`src/rtl/fafr_pkg.sv`:
```
// ----------------------------------------------------------------------------
// fafr_pkg
// Shared types, codes and sizes for the fragment-assembling frame ring.
// ----------------------------------------------------------------------------
package fafr_pkg;

    // Ring geometry. FRAME_BYTES is a power of two so a slot base is a bit field.
    localparam int NUM_SLOTS   = 4;
    localparam int FRAME_BYTES = 65536;

    localparam int SLOT_W  = $clog2(NUM_SLOTS);
    localparam int OFF_W   = $clog2(FRAME_BYTES);
    localparam int FILL_W  = OFF_W + 1;
    localparam int LEN_W   = 17;
    localparam int SUM_W   = ((FILL_W > LEN_W) ? FILL_W : LEN_W) + 1;
    localparam int DEPTH   = NUM_SLOTS * FRAME_BYTES;
    localparam int ADDR_W  = SLOT_W + OFF_W;
    localparam int Q_DEPTH = 2;
    localparam int QPTR_W  = $clog2(Q_DEPTH);
    localparam int QCNT_W  = $clog2(Q_DEPTH + 1);

    typedef enum logic [1:0] {
        KIND_APPEND = 2'd0,
        KIND_READ   = 2'd1,
        KIND_ERROR  = 2'd2,
        KIND_RESET  = 2'd3
    } kind_t;

    typedef enum logic [1:0] {
        FLAG_START  = 2'd0,
        FLAG_MIDDLE = 2'd1,
        FLAG_END    = 2'd2,
        FLAG_OTHER  = 2'd3
    } flag_t;

    typedef enum logic [1:0] {
        ST_OK      = 2'd0,
        ST_REJECT  = 2'd1,
        ST_EMPTY   = 2'd2,
        ST_IGNORED = 2'd3
    } status_t;

    // One classified item on its way to the memory side.
    typedef struct packed {
        logic              mem_we;
        logic              mem_re;
        logic [ADDR_W-1:0] addr;
        logic [7:0]        wdata;
        status_t           status;
        logic [LEN_W-1:0]  frame_length;
        logic              frame_last;
    } op_t;

    function automatic logic [SLOT_W-1:0] next_slot(input logic [SLOT_W-1:0] s);
        logic [SLOT_W-1:0] r;
        if (s == '0)
            r = SLOT_W'(NUM_SLOTS - 1);
        else
            r = s - 1'b1;
        return r;
    endfunction

endpackage

```
`src/rtl/fafr_front.sv`:
```
// ----------------------------------------------------------------------------
// fafr_front
// Classifies each item against the slot bookkeeping and emits one memory op.
// ----------------------------------------------------------------------------
module fafr_front
    import fafr_pkg::*;
(
    input  logic             clk,
    input  logic             rst_n,
    input  logic             accept,
    input  logic [1:0]       kind,
    input  logic [7:0]       data_byte,
    input  logic [LEN_W-1:0] fragment_length,
    input  logic             fragment_first,
    input  logic             fragment_last,
    input  logic [1:0]       frame_flag,
    output logic             push,
    output op_t              op
);

    logic [FILL_W-1:0] fill_reg [NUM_SLOTS];
    logic              bad_reg  [NUM_SLOTS];
    logic [SLOT_W-1:0] ws_reg, ws_next;
    logic [SLOT_W-1:0] rs_reg, rs_next;
    logic [FILL_W-1:0] off_reg, off_next;
    logic              drop_reg, drop_next;

    kind_t             kind_e;
    flag_t             flag_e;
    logic [SLOT_W-1:0] idx;
    logic [FILL_W-1:0] cur_fill;
    logic              cur_bad;
    logic [SUM_W-1:0]  need;
    logic              drop_now;
    logic [FILL_W-1:0] off_inc;
    logic              fill_inc;
    logic              bad_set;
    logic              clear_en;
    logic [SLOT_W-1:0] clear_idx;
    logic              last_byte;

    assign kind_e   = kind_t'(kind);
    assign flag_e   = flag_t'(frame_flag);
    assign idx      = (kind_e == KIND_READ) ? rs_reg : ws_reg;
    assign cur_fill = fill_reg[idx];
    assign cur_bad  = bad_reg[idx];
    assign need     = SUM_W'(cur_fill) + SUM_W'(fragment_length);
    assign off_inc  = off_reg + 1'b1;

    always_comb
    begin
        ws_next   = ws_reg;
        rs_next   = rs_reg;
        off_next  = off_reg;
        drop_next = drop_reg;
        fill_inc  = 1'b0;
        bad_set   = 1'b0;
        clear_en  = 1'b0;
        clear_idx = ws_reg;
        last_byte = 1'b0;
        drop_now  = drop_reg;

        op.mem_we       = 1'b0;
        op.mem_re       = 1'b0;
        op.addr         = {ws_reg, cur_fill[OFF_W-1:0]};
        op.wdata        = data_byte;
        op.status       = ST_OK;
        op.frame_length = '0;
        op.frame_last   = 1'b0;

        case (kind_e)
            KIND_APPEND:
            begin
                if (fragment_first)
                    drop_now = (fragment_length == '0) || (need > SUM_W'(FRAME_BYTES));
                drop_next = drop_now & ~fragment_last;
                if (drop_now)
                    op.status = ST_REJECT;
                else if (flag_e == FLAG_OTHER)
                    op.status = ST_IGNORED;
                else
                begin
                    if (cur_fill < FILL_W'(FRAME_BYTES))
                    begin
                        op.mem_we = 1'b1;
                        fill_inc  = 1'b1;
                    end
                    else
                        op.status = ST_IGNORED;
                    // close the slot on the end byte of a frame
                    if (flag_e == FLAG_END && fragment_last)
                    begin
                        ws_next   = next_slot(ws_reg);
                        clear_en  = 1'b1;
                        clear_idx = ws_next;
                    end
                end
            end
            KIND_READ:
            begin
                if (rs_reg == ws_reg)
                    op.status = ST_EMPTY;
                else
                begin
                    op.frame_length = LEN_W'(cur_fill);
                    op.addr         = {rs_reg, off_reg[OFF_W-1:0]};
                    if (off_reg >= cur_fill)
                        last_byte = 1'b1;
                    else
                    begin
                        op.mem_re = ~cur_bad;
                        off_next  = off_inc;
                        last_byte = (off_inc >= cur_fill);
                    end
                    op.frame_last = last_byte;
                    if (last_byte)
                    begin
                        off_next = '0;
                        rs_next  = next_slot(rs_reg);
                    end
                end
            end
            KIND_ERROR:
            begin
                bad_set   = 1'b1;
                drop_next = 1'b0;
                ws_next   = next_slot(ws_reg);
                clear_en  = 1'b1;
                clear_idx = ws_next;
            end
            KIND_RESET:
            begin
                ws_next   = '0;
                rs_next   = '0;
                off_next  = '0;
                drop_next = 1'b0;
                clear_en  = 1'b1;
                clear_idx = '0;
            end
            default:
            begin
                op.status = ST_OK;
            end
        endcase
    end

    assign push = accept;

    always_ff @(posedge clk or negedge rst_n)
    begin
        if (!rst_n)
        begin
            ws_reg   <= '0;
            rs_reg   <= '0;
            off_reg  <= '0;
            drop_reg <= 1'b0;
            for (int i = 0; i < NUM_SLOTS; i++)
            begin
                fill_reg[i] <= '0;
                bad_reg[i]  <= 1'b0;
            end
        end
        else if (accept)
        begin
            ws_reg   <= ws_next;
            rs_reg   <= rs_next;
            off_reg  <= off_next;
            drop_reg <= drop_next;
            for (int i = 0; i < NUM_SLOTS; i++)
            begin
                if (clear_en && clear_idx == SLOT_W'(i))
                begin
                    fill_reg[i] <= '0;
                    bad_reg[i]  <= 1'b0;
                end
                else
                begin
                    if (fill_inc && ws_reg == SLOT_W'(i))
                        fill_reg[i] <= fill_reg[i] + 1'b1;
                    if (bad_set && ws_reg == SLOT_W'(i))
                        bad_reg[i] <= 1'b1;
                end
            end
        end
    end

endmodule

```
`config.mk`:
```
export PLATFORM = sky130hd
export DESIGN_NAME = fafr_front
export DESIGN_NICKNAME = d
export VERILOG_FILES = /design/src/rtl/fafr_pkg.sv /design/src/rtl/fafr_front.sv
export SDC_FILE = /design/constraint.sdc
export NUM_CORES = 1
export LEC_CHECK = 0
export BUFFER_PORTS_ARGS = -buffer_cell sky130_fd_sc_hd__buf_4
export CORE_MARGIN = 3
export CORE_UTILIZATION = 55
export DETAILED_ROUTE_END_ITERATION = 8
export GPL_ROUTABILITY_DRIVEN = 0
export PLACE_DENSITY = 0.77
export SYNTH_ARGS = -nofsm -noshare
export SYNTH_HDL_FRONTEND = slang
export SYNTH_SLANG_ARGS = --single-unit
```
`constraint.sdc`:
```
create_clock -name clk -period 7.85 [get_ports clk]
set_clock_uncertainty 0.05 [all_clocks]
set_input_delay 1.57 -clock clk [delete_from_list [all_inputs] [get_ports clk]]
set_output_delay 1.57 -clock clk [all_outputs]
set_load 0.005 [all_outputs]
```
==> results.sh <==
export IMPL_status="completed"
export IMPL_vias_per_cell=6.49
export IMPL_htreeDepth=3
export IMPL_vdd_ir_drop_worst_v=0.000156
export IMPL_crit_path_max_incr_delay_ns=0.60
export IMPL_synth_top_area_frac=0.293
export IMPL_die_width_microns=127
export IMPL_cts_tree="yes"
export IMPL_grtUsageMet1=0.401
export IMPL_synthXorXnorAreaFrac=0.0512
export IMPL_internal_power_mw=0.956
export IMPL_fin_crit_ns=7.56
export IMPL_timing_critical_path_arrival_ns=5.94
export IMPL_hp_class="reg -> reg"
export IMPL_rr_worst_depth=17
export IMPL_synth_simple_area_share=0.252
export IMPL_r2r_setup_slack_ns=1.89
export IMPL_grt_start_max_net_pins=60
export IMPL_tightest_slew_ns=1.04
export IMPL_r2r_start="ws_reg[0]"
export IMPL_seqPwrFrac=0.363
export IMPL_whs_endpoint="bad_reg[2]"
export IMPL_synth_edf_count=0
export IMPL_ios=83
export IMPL_drv_slew=0
export IMPL_drt_wl_total_microns=23300
export IMPL_clk_latency_ns=0.36
export IMPL_synth_warnings=0
export IMPL_antenna_found_initial=0
export IMPL_sw_frac_of_total=0.385
export IMPL_ys_top_cells_by_area="dfrtp_1 29%, ha_1 10%, mux4_2 5.0%, nor2_1 4.5%, xnor2_1 4.1%"
export IMPL_holdPathStages=2
export IMPL_clkPwrFrac=0.280
export IMPL_cap_violations=0
export IMPL_drt_iter0_drc=871
export IMPL_use_met2=0.438
export IMPL_core_area_sq_um=14100
export IMPL_rsz0062_at_grt="no"
export IMPL_power_frac_comb=0.357
export IMPL_drtAntennaViolNets=0
export IMPL_ys_seq_elements=94
export IMPL_die_area_sq_um=16100
export IMPL_netlist_area_sq_um=8040
export IMPL_cts_sink_count=94
export IMPL_port_buffers=66
export IMPL_cp_common_cell="buf_4"
export IMPL_relSlewSlack=0.306
export IMPL_hpwl_microns=17600
export IMPL_finalSetupViolations=0
export IMPL_setup_worst_path_end_class="output port"
export IMPL_finalInstanceArea_sq_um=8900
export IMPL_grt_ovfl_total=0
export IMPL_worstPathRequired_ns=6.23
export IMPL_fin_crit_sh=0.963
export IMPL_syn_mean_instance_area_sq_um=8.76
export IMPL_synthCells=918
export IMPL_yosysSeqAreaShare=0.293
export IMPL_max_freq_ghz=0.132
export IMPL_row_count=43
export IMPL_regArea_sq_um=2350
export IMPL_num_fill_cells=1220
export IMPL_cts_buffers=9
export IMPL_drcViolationCount=0
export IMPL_busiest_layer="met2"
export IMPL_grt_pass1_vias=7088
export IMPL_num_antenna_cells=0
export IMPL_async_flop_share=1.00
export IMPL_synth_top_area_cell="dfrtp_1"
export IMPL_die_h_microns=127
export IMPL_dr_total_vias=7433
export IMPL_synth_adder_area_share=0.102
export IMPL_cts_resized=0
export IMPL_critical_path_class="in -> out"
export IMPL_hold_start="bad_reg[2]"
export IMPL_dr_pass1_iters=7
export IMPL_cp_slowest_cell="mux4_2"
export IMPL_clockBufferDepth=2
export IMPL_synthMuxAreaShare=0.0621
export IMPL_synth_flop_cell="dfrtp_1"
export IMPL_crit_chain="buf_4 > nor2b_2 > nor2_1 > a21oi_2 > mux4_2 > ha_1 > fa_1 > a21o_1 > a221oi_4 > xnor2_1 > nor3_1 > o311ai_1 > nor4_4 > a31oi_4 > or3_1 > a21oi_1 > buf_4"
export IMPL_multiInputGateArea_sq_um=5280
export IMPL_synth_compound_area_frac=0.188
export IMPL_placed_area_sq_um=8610
export IMPL_clockRootBuffer="clkbuf_16"
export IMPL_cts_setup_buffers=0
export IMPL_switchingPower_mw=0.599
export IMPL_clk_pin_slew_ns=0.07
export IMPL_finalSetupTns_ns=0
export IMPL_path_max_fanout=7
export IMPL_grt_pass1_wl_microns=37600
export IMPL_nets=1059
export IMPL_largest_register_ffs=68
export IMPL_pwr_density_cell_nw_per_um2=175
export IMPL_syn_to_final_growth_pct=10.7
export IMPL_hold_viol_final=0
export IMPL_synth_top_family_by_area="simple AND/OR/NAND/NOR gates"
export IMPL_start_util=0.570
export IMPL_use_met3=0.0855
export IMPL_routedWlPerCell_microns=20.4
export IMPL_layout_drive_gt1_share=0.150
export IMPL_synth_fp_nets=1017
export IMPL_hold_buffers=0
export IMPL_synth_distinct_cells=79
export IMPL_rr_endpoint="fill_reg[31]"
export IMPL_grt_use_total=0.293
export IMPL_startpoint_type="primary input"
export IMPL_leakagePower_nw=4.05
-- Yosys cell counts (4+ instances only) --
library cell and number:
a32o_1 12, nor2_1 97, nor2b_1 13, o22ai_1 5
nor4_1 4, mux4_2 18, a31oi_1 4, dfrtp_1 94
a21o_1 18, o21a_1 14, xor2_1 9, nand2b_1 4
nand4_1 15, nor4_2 7, and3_1 41, a41oi_1 5
a311oi_1 4, o21ai_0 49, clkbuf_1 22, xnor2_1 38
a221o_1 15, a211o_1 4, nor3b_1 15, buf_2 10
and2_1 9, or3_1 7, a21oi_1 30, nand3_1 42
ha_1 64, nor3_1 24, buf_4 10, a211oi_1 4
mux2i_1 6, nand2_1 85, o211ai_1 6, inv_1 44
-- placed cells by master, fill, tap and decap left out, drive strengths merged, types with 38 or more instances in the layout --
cell	n
ha	64
and3	41
nor2	100
o21ai	52
nand3	42
xnor2	38
inv	46
dfrtp	94
buf	79
nand2	85
-- logic make-up after synthesis --
logic type      after synthesis
simple gates                387
compound gates              206
flops                        94
buf+inv                      92
fa+ha+maj                    65
xor+xnor                     47
mux                          27
-- worst max-delay path, delay by kind of cell --
kind	cells	cell delay, ns
mux	1	0.60
simple gates	5	1.25
fa+ha+maj	2	0.65
buf+inv	2	0.27
xor+xnor	1	0.11
compound gates	6	1.47
-- power by group through the flow --
stage / Sequential (mW) / Clock (mW) / Combinational [mW]
after global placement: 0.571 / 0 / 0.533
after floorplan: 0.553 / 0 / 0.381
after CTS: 0.562 / 0.438 / 0.548
after global routing: 0.568 / 0.455 / 0.606
final: 0.565 / 0.435 / 0.556
after detailed placement: 0.571 / 0 / 0.545
-- through the flow --
stage / hold slack, ns / cells / setup WS, ns / util / total power [mW]
2_1_floorplan: 0.397 / 918 / 0.00692 / - / 0.934
3_3_place_gp: 0.429 / 1129 / 0.276 / 0.611 / 1.10
6_report: 0.481 / 1145 / 0.291 / 0.631 / 1.56
3_5_place_dp: 0.452 / 1129 / 0.226 / 0.611 / 1.12
5_1_grt: 0.497 / 1145 / 0.0363 / 0.631 / 1.63
4_1_cts: 0.467 / 1145 / 0.192 / 0.631 / 1.55
-- worst max path at each step --
stage / cells after the start / from / to / slack, ns
after floorplan: 20 / kind[0] / op[19] / 0.007
after global placement: 17 / kind[1] / op[19] / 0.28
after detailed placement: 17 / kind[1] / op[19] / 0.23
after CTS: 17 / kind[1] / op[19] / 0.19
after global routing: 17 / kind[1] / op[19] / 0.04
final: 17 / kind[1] / op[19] / 0.29
-- layout make-up --
| class | instances | area share |
|---|---|---|
| Clock inverter | 5 | 0.00464 |
| Timing Repair Buffer | 79 | 0.0671 |
| Clock buffer | 11 | 0.0273 |
| Tap cell | 180 | 0.0253 |
| Sequential cell | 94 | 0.264 |
| Inverter | 44 | 0.0186 |
| Multi-Input combinational cell | 732 | 0.593 |
-- metal layers --
| metal | share of wire | vias up |
|---|---|---|
| met4 | 0.039 | 0 |
| met3 | 0.11 | 55 |
| met2 | 0.44 | 381 |
| li1 | - | 3458 |
| met5 | 0 | - |
| met1 | 0.41 | 3539 |
Note: power is estimated with default switching activity, not from simulation.
