==> config.mk <==
export PLATFORM = sky130hd
export DESIGN_NAME = fafr_queue
export DESIGN_NICKNAME = d
export VERILOG_FILES = /design/src/rtl/fafr_pkg.sv /design/src/rtl/fafr_queue.sv
export SDC_FILE = /design/constraint.sdc
export NUM_CORES = 1
export LEC_CHECK = 0
export BUFFER_PORTS_ARGS = -buffer_cell sky130_fd_sc_hd__buf_4
export CELL_PAD_IN_SITES_DETAIL_PLACEMENT = 1
export CELL_PAD_IN_SITES_GLOBAL_PLACEMENT = 2
export CORE_UTILIZATION = 30
export DETAILED_ROUTE_END_ITERATION = 10
export PLACE_DENSITY_LB_ADDON = 0.1
export SYNTH_ARGS = -nofsm -noshare
export SYNTH_HDL_FRONTEND = slang
export SYNTH_SLANG_ARGS = --single-unit
==> constraint.sdc <==
create_clock -name clk -period 8.2 [get_ports clk]
set_input_delay 0.82 -clock clk [delete_from_list [all_inputs] [get_ports clk]]
set_output_delay 0.82 -clock clk [all_outputs]
set_load 0.01 [all_outputs]
==> src/rtl/fafr_pkg.sv <==
// ----------------------------------------------------------------------------
// fafr_pkg
// Shared types, codes and sizes for the fragment-assembling frame ring.
// ----------------------------------------------------------------------------
package fafr_pkg;

    // Ring geometry. FRAME_BYTES is a power of two so a slot base is a bit field.
    localparam int NUM_SLOTS   = 4;
    localparam int FRAME_BYTES = 65536;

    localparam int SLOT_W  = $clog2(NUM_SLOTS);
    localparam int OFF_W   = $clog2(FRAME_BYTES);
    localparam int FILL_W  = OFF_W + 1;
    localparam int LEN_W   = 17;
    localparam int SUM_W   = ((FILL_W > LEN_W) ? FILL_W : LEN_W) + 1;
    localparam int DEPTH   = NUM_SLOTS * FRAME_BYTES;
    localparam int ADDR_W  = SLOT_W + OFF_W;
    localparam int Q_DEPTH = 2;
    localparam int QPTR_W  = $clog2(Q_DEPTH);
    localparam int QCNT_W  = $clog2(Q_DEPTH + 1);

    typedef enum logic [1:0] {
        KIND_APPEND = 2'd0,
        KIND_READ   = 2'd1,
        KIND_ERROR  = 2'd2,
        KIND_RESET  = 2'd3
    } kind_t;

    typedef enum logic [1:0] {
        FLAG_START  = 2'd0,
        FLAG_MIDDLE = 2'd1,
        FLAG_END    = 2'd2,
        FLAG_OTHER  = 2'd3
    } flag_t;

    typedef enum logic [1:0] {
        ST_OK      = 2'd0,
        ST_REJECT  = 2'd1,
        ST_EMPTY   = 2'd2,
        ST_IGNORED = 2'd3
    } status_t;

    // One classified item on its way to the memory side.
    typedef struct packed {
        logic              mem_we;
        logic              mem_re;
        logic [ADDR_W-1:0] addr;
        logic [7:0]        wdata;
        status_t           status;
        logic [LEN_W-1:0]  frame_length;
        logic              frame_last;
    } op_t;

    function automatic logic [SLOT_W-1:0] next_slot(input logic [SLOT_W-1:0] s);
        logic [SLOT_W-1:0] r;
        if (s == '0)
            r = SLOT_W'(NUM_SLOTS - 1);
        else
            r = s - 1'b1;
        return r;
    endfunction

endpackage

==> src/rtl/fafr_queue.sv <==
// ----------------------------------------------------------------------------
// fafr_queue
// Short FIFO of classified ops between the front and the memory side.
// ----------------------------------------------------------------------------
module fafr_queue
    import fafr_pkg::*;
(
    input  logic clk,
    input  logic rst_n,
    input  logic push,
    input  op_t  push_op,
    input  logic pop,
    output logic full,
    output logic not_empty,
    output op_t  head_op
);

    op_t               entry_reg [Q_DEPTH];
    logic [QPTR_W-1:0] wr_ptr_reg;
    logic [QPTR_W-1:0] rd_ptr_reg;
    logic [QCNT_W-1:0] cnt_reg;

    assign full      = (cnt_reg == QCNT_W'(Q_DEPTH));
    assign not_empty = (cnt_reg != '0);
    assign head_op   = entry_reg[rd_ptr_reg];

    always_ff @(posedge clk)
    begin
        if (push)
            entry_reg[wr_ptr_reg] <= push_op;
    end

    always_ff @(posedge clk or negedge rst_n)
    begin
        if (!rst_n)
        begin
            wr_ptr_reg <= '0;
            rd_ptr_reg <= '0;
            cnt_reg    <= '0;
        end
        else
        begin
            if (push)
                wr_ptr_reg <= (wr_ptr_reg == QPTR_W'(Q_DEPTH - 1)) ? '0 : wr_ptr_reg + 1'b1;
            if (pop)
                rd_ptr_reg <= (rd_ptr_reg == QPTR_W'(Q_DEPTH - 1)) ? '0 : rd_ptr_reg + 1'b1;
            if (push && !pop)
                cnt_reg <= cnt_reg + 1'b1;
            else if (pop && !push)
                cnt_reg <= cnt_reg - 1'b1;
        end
    end

    a_no_overflow: assert property (@(posedge clk) disable iff (!rst_n)
        cnt_reg <= QCNT_W'(Q_DEPTH))
        else $error("queue count beyond depth");

    a_no_push_full: assert property (@(posedge clk) disable iff (!rst_n)
        push && full |-> pop)
        else $error("push into full queue");

endmodule

==> results of run 1 <==
==> Yosys cell counts <==
master | n | share of area
mux2_4 | 10 | 0.041
inv_1 | 1 | 0.0010
xnor2_1 | 1 | 0.0024
buf_6 | 1 | 0.0030
and2_1 | 1 | 0.0017
dfrtp_1 | 4 | 0.027
ha_1 | 1 | 0.0034
buf_4 | 3 | 0.0061
nor2b_1 | 2 | 0.0034
or2_2 | 1 | 0.0017
xor2_1 | 4 | 0.0095
mux2_2 | 38 | 0.12
edfxtp_1 | 96 | 0.78
buf_8 | 1 | 0.0041
nor2_1 | 1 | 0.0010
==> layout make-up <==
class                      count  area share
inverter                       1    0.000768
sequential                   100       0.611
tap                          147      0.0376
clock inverter                 5     0.00589
timing repair buffer         104       0.160
multi-input combinational     59       0.138
clock buffer                  11      0.0476
==> layer usage <==
layer	global-route usage	vias up	share of wire
met5	0	-	0
met4	0.0500	0	0.018
met3	0.0450	10	0.075
met2	0.180	70	0.47
met1	0.138	919	0.44
li1	-	860	-
==> worst max-delay path by stage <==
stage | startpoint | to | slack [ps] | depth (start not counted)
after floorplan | push | entry_reg[0][0] | 4790 | 1
after global placement | rd_ptr_reg | head_op[36] | 5560 | 3
after detailed placement | rd_ptr_reg | head_op[0] | 5530 | 3
after CTS | rd_ptr_reg | head_op[36] | 5170 | 3
after global routing | rd_ptr_reg | head_op[36] | 5080 | 3
final | rd_ptr_reg | head_op[36] | 5250 | 3
==> metrics by stage <==
step / std cells / hold WS [ps]
2_1_floorplan: 165 / 447
3_3_place_gp: 411 / 473
3_5_place_dp: 411 / 477
4_1_cts: 427 / 262
5_1_grt: 427 / 259
6_report: 427 / 271
==> power groups by stage <==
| stage | logic, uW | registers [uW] | clock network (uW) |
|---|---|---|---|
| final | 497 | 730 | 374 |
| after CTS | 514 | 734 | 386 |
| after detailed placement | 510 | 744 | 0 |
| after global routing | 536 | 744 | 407 |
| after global placement | 510 | 740 | 0 |
| after floorplan | 311 | 715 | 0 |
==> cells by family after synthesis <==
group / synth area share
flops: 0.806
fa+ha+maj: 0.00338
mux: 0.156
simple gates: 0.00778
buf+inv: 0.0142
xor+xnor: 0.0118
==> results.cfg, run 1 <==
[critical_path]
cp-end-kind = output port
rr_startpoint = wr_ptr_reg
reg2reg_slack_ps = 6380
slowest_stage = dfrtp_2
critPathArrivalTime_ps = 2130
crit_required_ps = 7380
cp_slowest_stage_delay_ps = 740
worstSetupPathType = flop to output port
cp-start-kind = flop
crit_chain = buf_4, mux2_2, buf_4
timing.critical_path.buf_inv = 2
reg2reg_depth = 2
crit_path_max_fanout = 26
cp_common_cell = buf_4
r2r_end = entry_reg[0][24]
cp_top_family = flip-flops

[cells_and_area]
post-route-util = 0.407
fillerInstances = 1186
layout_commonest_cell = buf_4
final_nets = 328
multi_input_area_um2 = 672
layout-drive-gt1-share = 0.604
regArea_um2 = 2980
n_antenna_cell = 0
syn_to_final_growth_pct = 32.1
fin_area_um2 = 4890
largest_reg_flops = 96
final_cell_mix = buf_4, edfxtp_1, mux2_2, mux2_4, clkbuf_16

[floorplan]
core_region_area_um2 = 12000
die_w_um = 113
top_level_ports = 102
die_area_um2 = 12800
die_y_um = 113
core.rowCount = 40
start_util = 0.308

[power]
internal_power_uw = 1160
p_seq_frac = 0.456
p_comb_frac = 0.310
vdd_drop_max_mv = 0.135
power_leakage_uw = 0.00185
switching_share = 0.277
p_clk_frac = 0.234
switching_power_uw = 443
totalPowerFinal_uw = 1600
powerDensity_nw_per_um2 = 328

[clock_tree]
numCtsBuffers = 9
clock-sinks = 100
clockRootBuffer = clkbuf_16
post_cts.repair.setup_buffers = 0
clockBufferDepth = 2
clock_latency_ps = 330
cts_tree = done
clkTransAtPathRegs_ps = 60
h-tree-depth = 3
ctsHoldBuffers = 0
cts_resized = 0

[place]
dp_hpwl_um = 4500
port_buffers = 101
place_congestion = 0.630
place_ws_ps = 5530
post_dp_cell_area_um2 = 4620

[routing]
drt_iter0_markers = 64
vias = 1859
drc = 0
ant_nets = 0
dr.pass1.iters = 4
viasPerCell = 4.35
wl_per_cell_um = 15.9
drt-total-wl_um = 6810

[logic_synthesis]
synth.distinct_cells = 15
syn_area_per_cell_um2 = 22.4
syn_inst = 165
synth_area_um2 = 3700
yosysSeqAreaShare = 0.806
ys_ff_latch = 100
syn_nets = 218
ys_warn_count = 0

[timing]
postLayoutSetupSlackWorst_ps = 5250
hold_viol_final = 0
fin_tns_setup_ps = 0
fin_worst_skew_ps = 3.25
setup_viol = 0
period_needed_ps = 2950
finalCritPeriodShare = 0.360
grt_setup_unrepaired = no
final_max_slew_viol_count = 0
fmax_ghz = 0.339
worst_pin_slew_ps = 646
relSlewSlack = 0.568

[hold_path]
min_path_type = primary input to asynchronous set/reset pin

[global_route]
grt_start_max_net_pins = 29
grt_pass1_vias = 2057
grt_antenna_before_repair = 0
grt_overflow = 0
grt_pass1_wl_um = 10700
grt_usage = 0.114

[job]
cap_violations = 0

[outcome]
status = finished clean
Note: power is estimated with default switching activity, not from simulation.
==> run 2, diff against run 1 <==
==> constraint.sdc (replaced) <==
create_clock -name clk -period 2.73 [get_ports clk]
set_input_delay 0.273 -clock clk [delete_from_list [all_inputs] [get_ports clk]]
set_output_delay 0.273 -clock clk [all_outputs]
set_load 0.01 [all_outputs]
==> run 2 against run 1 <==
Sequential cell count stayed put. Critical path depth stayed put. Utilization is 0.49 points higher. Clock power grew to 3.2 times the previous value.
==> results.cfg, run 2 (same netlist as run 1, synthesis figures left out) <==
[critical_path]
crit_required_ps = 2460
cp-end-kind = output port
timing.critical_path.buf_inv = 2
crit_path_max_fanout = 34
reg2reg_depth = 2
r2r_end = entry_reg[1][47]
cp_top_family = flip-flops
critPathArrivalTime_ps = 1790
slowest_stage = dfrtp_2
cp_slowest_stage_delay_ps = 630
crit_chain = buf_12, mux2_2, buf_4
rr_startpoint = wr_ptr_reg
worstSetupPathType = flop to output port
reg2reg_slack_ps = 1460
cp-start-kind = flop

[hold_path]
min_path_type = primary input to flop
holdPathStages = 1
hp-start = push_op[19]
holdPathEnd = entry_reg[0][19]

[cells_and_area]
layout-drive-gt1-share = 0.606
syn_to_final_growth_pct = 33.7
fillerInstances = 1203
fin_area_um2 = 4940
final_nets = 331
largest_reg_flops = 96
final_cell_mix = buf_4, edfxtp_1, mux2_2, mux2_4, clkbuf_16
n_antenna_cell = 0
layout_commonest_cell = buf_4

[place]
place_congestion = 0.633
post_dp_cell_area_um2 = 4650
dp_hpwl_um = 4690
port_buffers = 101

[clock_tree]
cts_tree = done
clockRootBuffer = clkbuf_16
clock_latency_ps = 330
numCtsBuffers = 9
clockBufferDepth = 2
clkTransAtPathRegs_ps = 60
clock-sinks = 100
h-tree-depth = 3

[timing]
fin_hold_ws_ps = 120
hold_viol_final = 0
fin_worst_skew_ps = 5.75
period_needed_ps = 2070
finalCritPeriodShare = 0.757
fin_tns_setup_ps = 0
worst_pin_slew_ps = 418
fmax_ghz = 0.484
grt_setup_unrepaired = no
relSlewSlack = 0.721
setup_viol = 0
final_max_slew_viol_count = 0

[job]
cap_violations = 0

[routing]
viasPerCell = 4.36
wl_per_cell_um = 16.4
vias = 1871
drt_iter0_markers = 49
ant_nets = 0
dr.pass1.iters = 4
drc = 0
drt-total-wl_um = 7050

[global_route]
grt_usage = 0.117
grt_overflow = 0
grt_pass1_vias = 2131
grt_pass1_wl_um = 10700
grt.met2_usage = 0.198
grt_util_met3 = 0.0407
grt_antenna_before_repair = 0
busiest_layer = met2
grt_start_max_net_pins = 35
use_met1 = 0.134

[floorplan]
die_w_um = 113
top_level_ports = 102
core_region_area_um2 = 12000
core.rowCount = 40
die_area_um2 = 12800
start_util = 0.308
die_y_um = 113

[power]
powerDensity_nw_per_um2 = 997
totalPowerFinal_uw = 4930
power_leakage_uw = 0.00188
vdd_drop_max_mv = 0.384

[outcome]
status = finished clean
run 2: how the worst max path moves through the flow:
stage / startpoint / end / slack (ps) / cells past startpoint
after floorplan: wr_ptr_reg / entry_reg[0][0] / 650 / 1
after global placement: rd_ptr_reg / head_op[30] / 970 / 3
after detailed placement: rd_ptr_reg / head_op[22] / 960 / 3
after CTS: rd_ptr_reg / head_op[22] / 590 / 3
after global routing: rd_ptr_reg / head_op[22] / 550 / 3
final: rd_ptr_reg / head_op[22] / 660 / 3
run 2: metal layers:
layer,wire [um],up-vias
met2,3670,58
met1,2860,939
met4,93,0
li1,-,866
met5,0,-
met3,427,8
run 2: metrics by stage:
| stage | setup slack, ps | instances | util |
|---|---|---|---|
| after CTS | 593 | 429 | 0.412 |
| final | 664 | 429 | 0.412 |
| after global routing | 551 | 429 | 0.412 |
| after floorplan | 648 | 165 | - |
| after detailed placement | 957 | 413 | 0.387 |
| after global placement | 971 | 413 | 0.387 |
run 2: where the power goes:
| part | total [uW] | leakage, uW | switching, uW | internal [uW] |
|---|---|---|---|---|
| sequential | 2170 | 0.000947 | 128 | 2040 |
| clock | 1210 | 0.000132 | 505 | 700 |
| combinational | 1560 | 0.000801 | 701 | 856 |
| total | 4930 | 0.00188 | 1340 | 3600 |
run 2: cell type report:
class / instances / area [um^2] / area share
clock buffer: 10 / 229 / 0.0463
multi-input combinational: 59 / 672 / 0.136
tap: 147 / 184 / 0.0372
sequential: 100 / 2980 / 0.603
clock inverter: 5 / 53.8 / 0.0109
timing repair buffer: 107 / 818 / 0.165
inverter: 1 / 3.75 / 0.000759
run 2: what timing repair did:
action                    4_1_cts  5_1_grt
buffers inserted                0        0
gates resized for setup         0        0
hold endpoints to repair        4        0
hold buffers                    1        0
run 2: worst register-to-register path, stage by stage, from the launching register on:
cell and delay (ps):
dfrtp_1 420, and2_2 180, buf_4 340
==> run 3, diff against run 2 <==
==> constraint.sdc (replaced) <==
create_clock -name clk -period 2.1 [get_ports clk]
set_input_delay 0.21 -clock clk [delete_from_list [all_inputs] [get_ports clk]]
set_output_delay 0.21 -clock clk [all_outputs]
set_load 0.01 [all_outputs]
==> run 3 against run 2 <==
Register-to-register slack lost 670 ps. Highest routed layer unchanged. Design area shrank 0.35%. Clock skew is essentially flat. Count of clock-buffer cells in the layout grew 1. Utilization shrank 0.15 points. Cell count grew 0.47%. First-iteration DRC count shrank 4.1%. Worst hold slack lost 65 ps. Sequential power grew 27%.
==> results.cfg, run 3 (same netlist as run 1, synthesis figures left out) <==
[outcome]
status = finished clean

[global_route]
grt_pass1_vias = 2091
grt_usage = 0.114
grt_start_max_net_pins = 28
grt_pass1_wl_um = 10800
grt_antenna_before_repair = 0
grt_overflow = 0

[timing]
fmax_ghz = 0.542
setup_viol = 0
final_max_slew_viol_count = 0
hold_viol_final = 0
fin_worst_skew_ps = 5.90
grt_setup_unrepaired = no
fin_tns_setup_ps = 0
worst_pin_slew_ps = 436
relSlewSlack = 0.709
finalCritPeriodShare = 0.878
period_needed_ps = 1840

[job]
cap_violations = 0

[place]
port_buffers = 101
place_congestion = 0.646
dp_hpwl_um = 4590

[clock_tree]
cts_tree = done
post_cts.repair.setup_buffers = 0
cts_resized = 0
clock-sinks = 100
numCtsBuffers = 9
clkTransAtPathRegs_ps = 60
h-tree-depth = 3
clock_latency_ps = 330
clockBufferDepth = 2
clockRootBuffer = clkbuf_16

[routing]
drc = 0
ant_nets = 0
drt_iter0_markers = 47
wl_per_cell_um = 16.3
drt-total-wl_um = 7010
dr.pass1.iters = 4
viasPerCell = 4.36
vias = 1878

[power]
p_comb_frac = 0.327
switching_power_uw = 1770
p_clk_frac = 0.237
totalPowerFinal_uw = 6330
p_seq_frac = 0.436
switching_share = 0.280
power_leakage_uw = 0.00187
internal_power_uw = 4560
powerDensity_nw_per_um2 = 1290
vdd_drop_max_mv = 0.603

[cells_and_area]
final_nets = 332
layout_commonest_cell = buf_4
post-route-util = 0.410
fillerInstances = 1193
largest_reg_flops = 96
final_cell_mix = buf_4, edfxtp_1, mux2_2, mux2_4, clkbuf_16
n_antenna_cell = 0
layout-drive-gt1-share = 0.609
syn_to_final_growth_pct = 33.2

[hold_path]
min_path_type = primary input to flop

[floorplan]
die_y_um = 113
die_w_um = 113
top_level_ports = 102
die_area_um2 = 12800
start_util = 0.308
core.rowCount = 40
core_region_area_um2 = 12000

[critical_path]
critPathArrivalTime_ps = 1630
crit_path_max_fanout = 27
slowest_stage = mux2_2
cp-end-kind = output port
cp_slowest_stage_delay_ps = 410
cp-start-kind = flop
cp_common_cell = buf_4
crit_required_ps = 1890
crit_chain = buf_4, mux2_2, buf_4
worstSetupPathType = flop to output port
-- run 3: cell types whose count changed in the layout (fill, tap and decap cells not counted) --
cell       before  now
buf_4         105  107
clkinv_1        1    0
clkbuf_1        1    2
bufinv_16       1    0
inv_6           0    1
buf_12          1    0
clkinv_4        0    1
-- run 3: timing repair --
action | in CTS | in global routing
hold endpoints to repair | 4 | 0
setup endpoints to repair | 0 | 0
hold buffers | 1 | 0
-- run 3: stage by stage --
stage	hold WS, ps	setup WS [ps]	cell area [um^2]	std cells
6_report	54.8	257	4930	431
3_3_place_gp	13.4	585	4650	414
5_1_grt	42.6	171	4930	431
4_1_cts	41.3	212	4930	431
3_5_place_dp	15.0	577	4650	414
2_1_floorplan	-85.6	17.5	3700	165
-- run 3: per-layer routing --
metal,track usage,vias to the layer above,part of all wire
li1,-,874,-
met2,0.189,57,0.49
met5,0,-,0
met1,0.138,937,0.44
met3,0.0327,10,0.052
met4,0.0553,0,0.017
-- run 3: critical path: cells and delay by family, from the launching register on --
kind,cells,cell delay [ps]
buffers and inverters,2,530
muxes,1,410
DFF,1,350
-- run 3: path summary, 6_finish.rpt --
| kind | startpoint | to | slack (ps) | cells after the start |
|---|---|---|---|---|
| min in group asynchronous | rst_n | cnt_reg[1] | 200 | 2 |
| min reg2reg | cnt_reg[1] | cnt_reg[1] | 480 | 1 |
| min | pop | rd_ptr_reg | 50 | 2 |
| max in group asynchronous | rst_n | rd_ptr_reg | 1780 | 2 |
| max reg2reg | wr_ptr_reg | entry_reg[1][32] | 790 | 2 |
| max | rd_ptr_reg | head_op[32] | 260 | 3 |
-- run 3: final cells by class --
| cell class | instances | area (um^2) | area share |
|---|---|---|---|
| Tap cell | 147 | 184 | 0.0373 |
| Timing Repair Buffer | 108 | 813 | 0.165 |
| Clock inverter | 5 | 37.5 | 0.00762 |
| Clock buffer | 11 | 233 | 0.0472 |
| Sequential cell | 100 | 2980 | 0.606 |
| Multi-Input combinational cell | 59 | 672 | 0.136 |
| Inverter | 1 | 3.75 | 0.000762 |
-- run 3: power by group through the flow --
| stage | Clock, uW | Sequential (uW) | Combinational, uW |
|---|---|---|---|
| 2_1_floorplan | 0 | 2790 | 1220 |
| 3_3_place_gp | 0 | 2790 | 2130 |
| 3_5_place_dp | 0 | 2810 | 2130 |
| 4_1_cts | 1550 | 2770 | 2140 |
| 5_1_grt | 1630 | 2800 | 2240 |
| 6_report | 1500 | 2760 | 2070 |
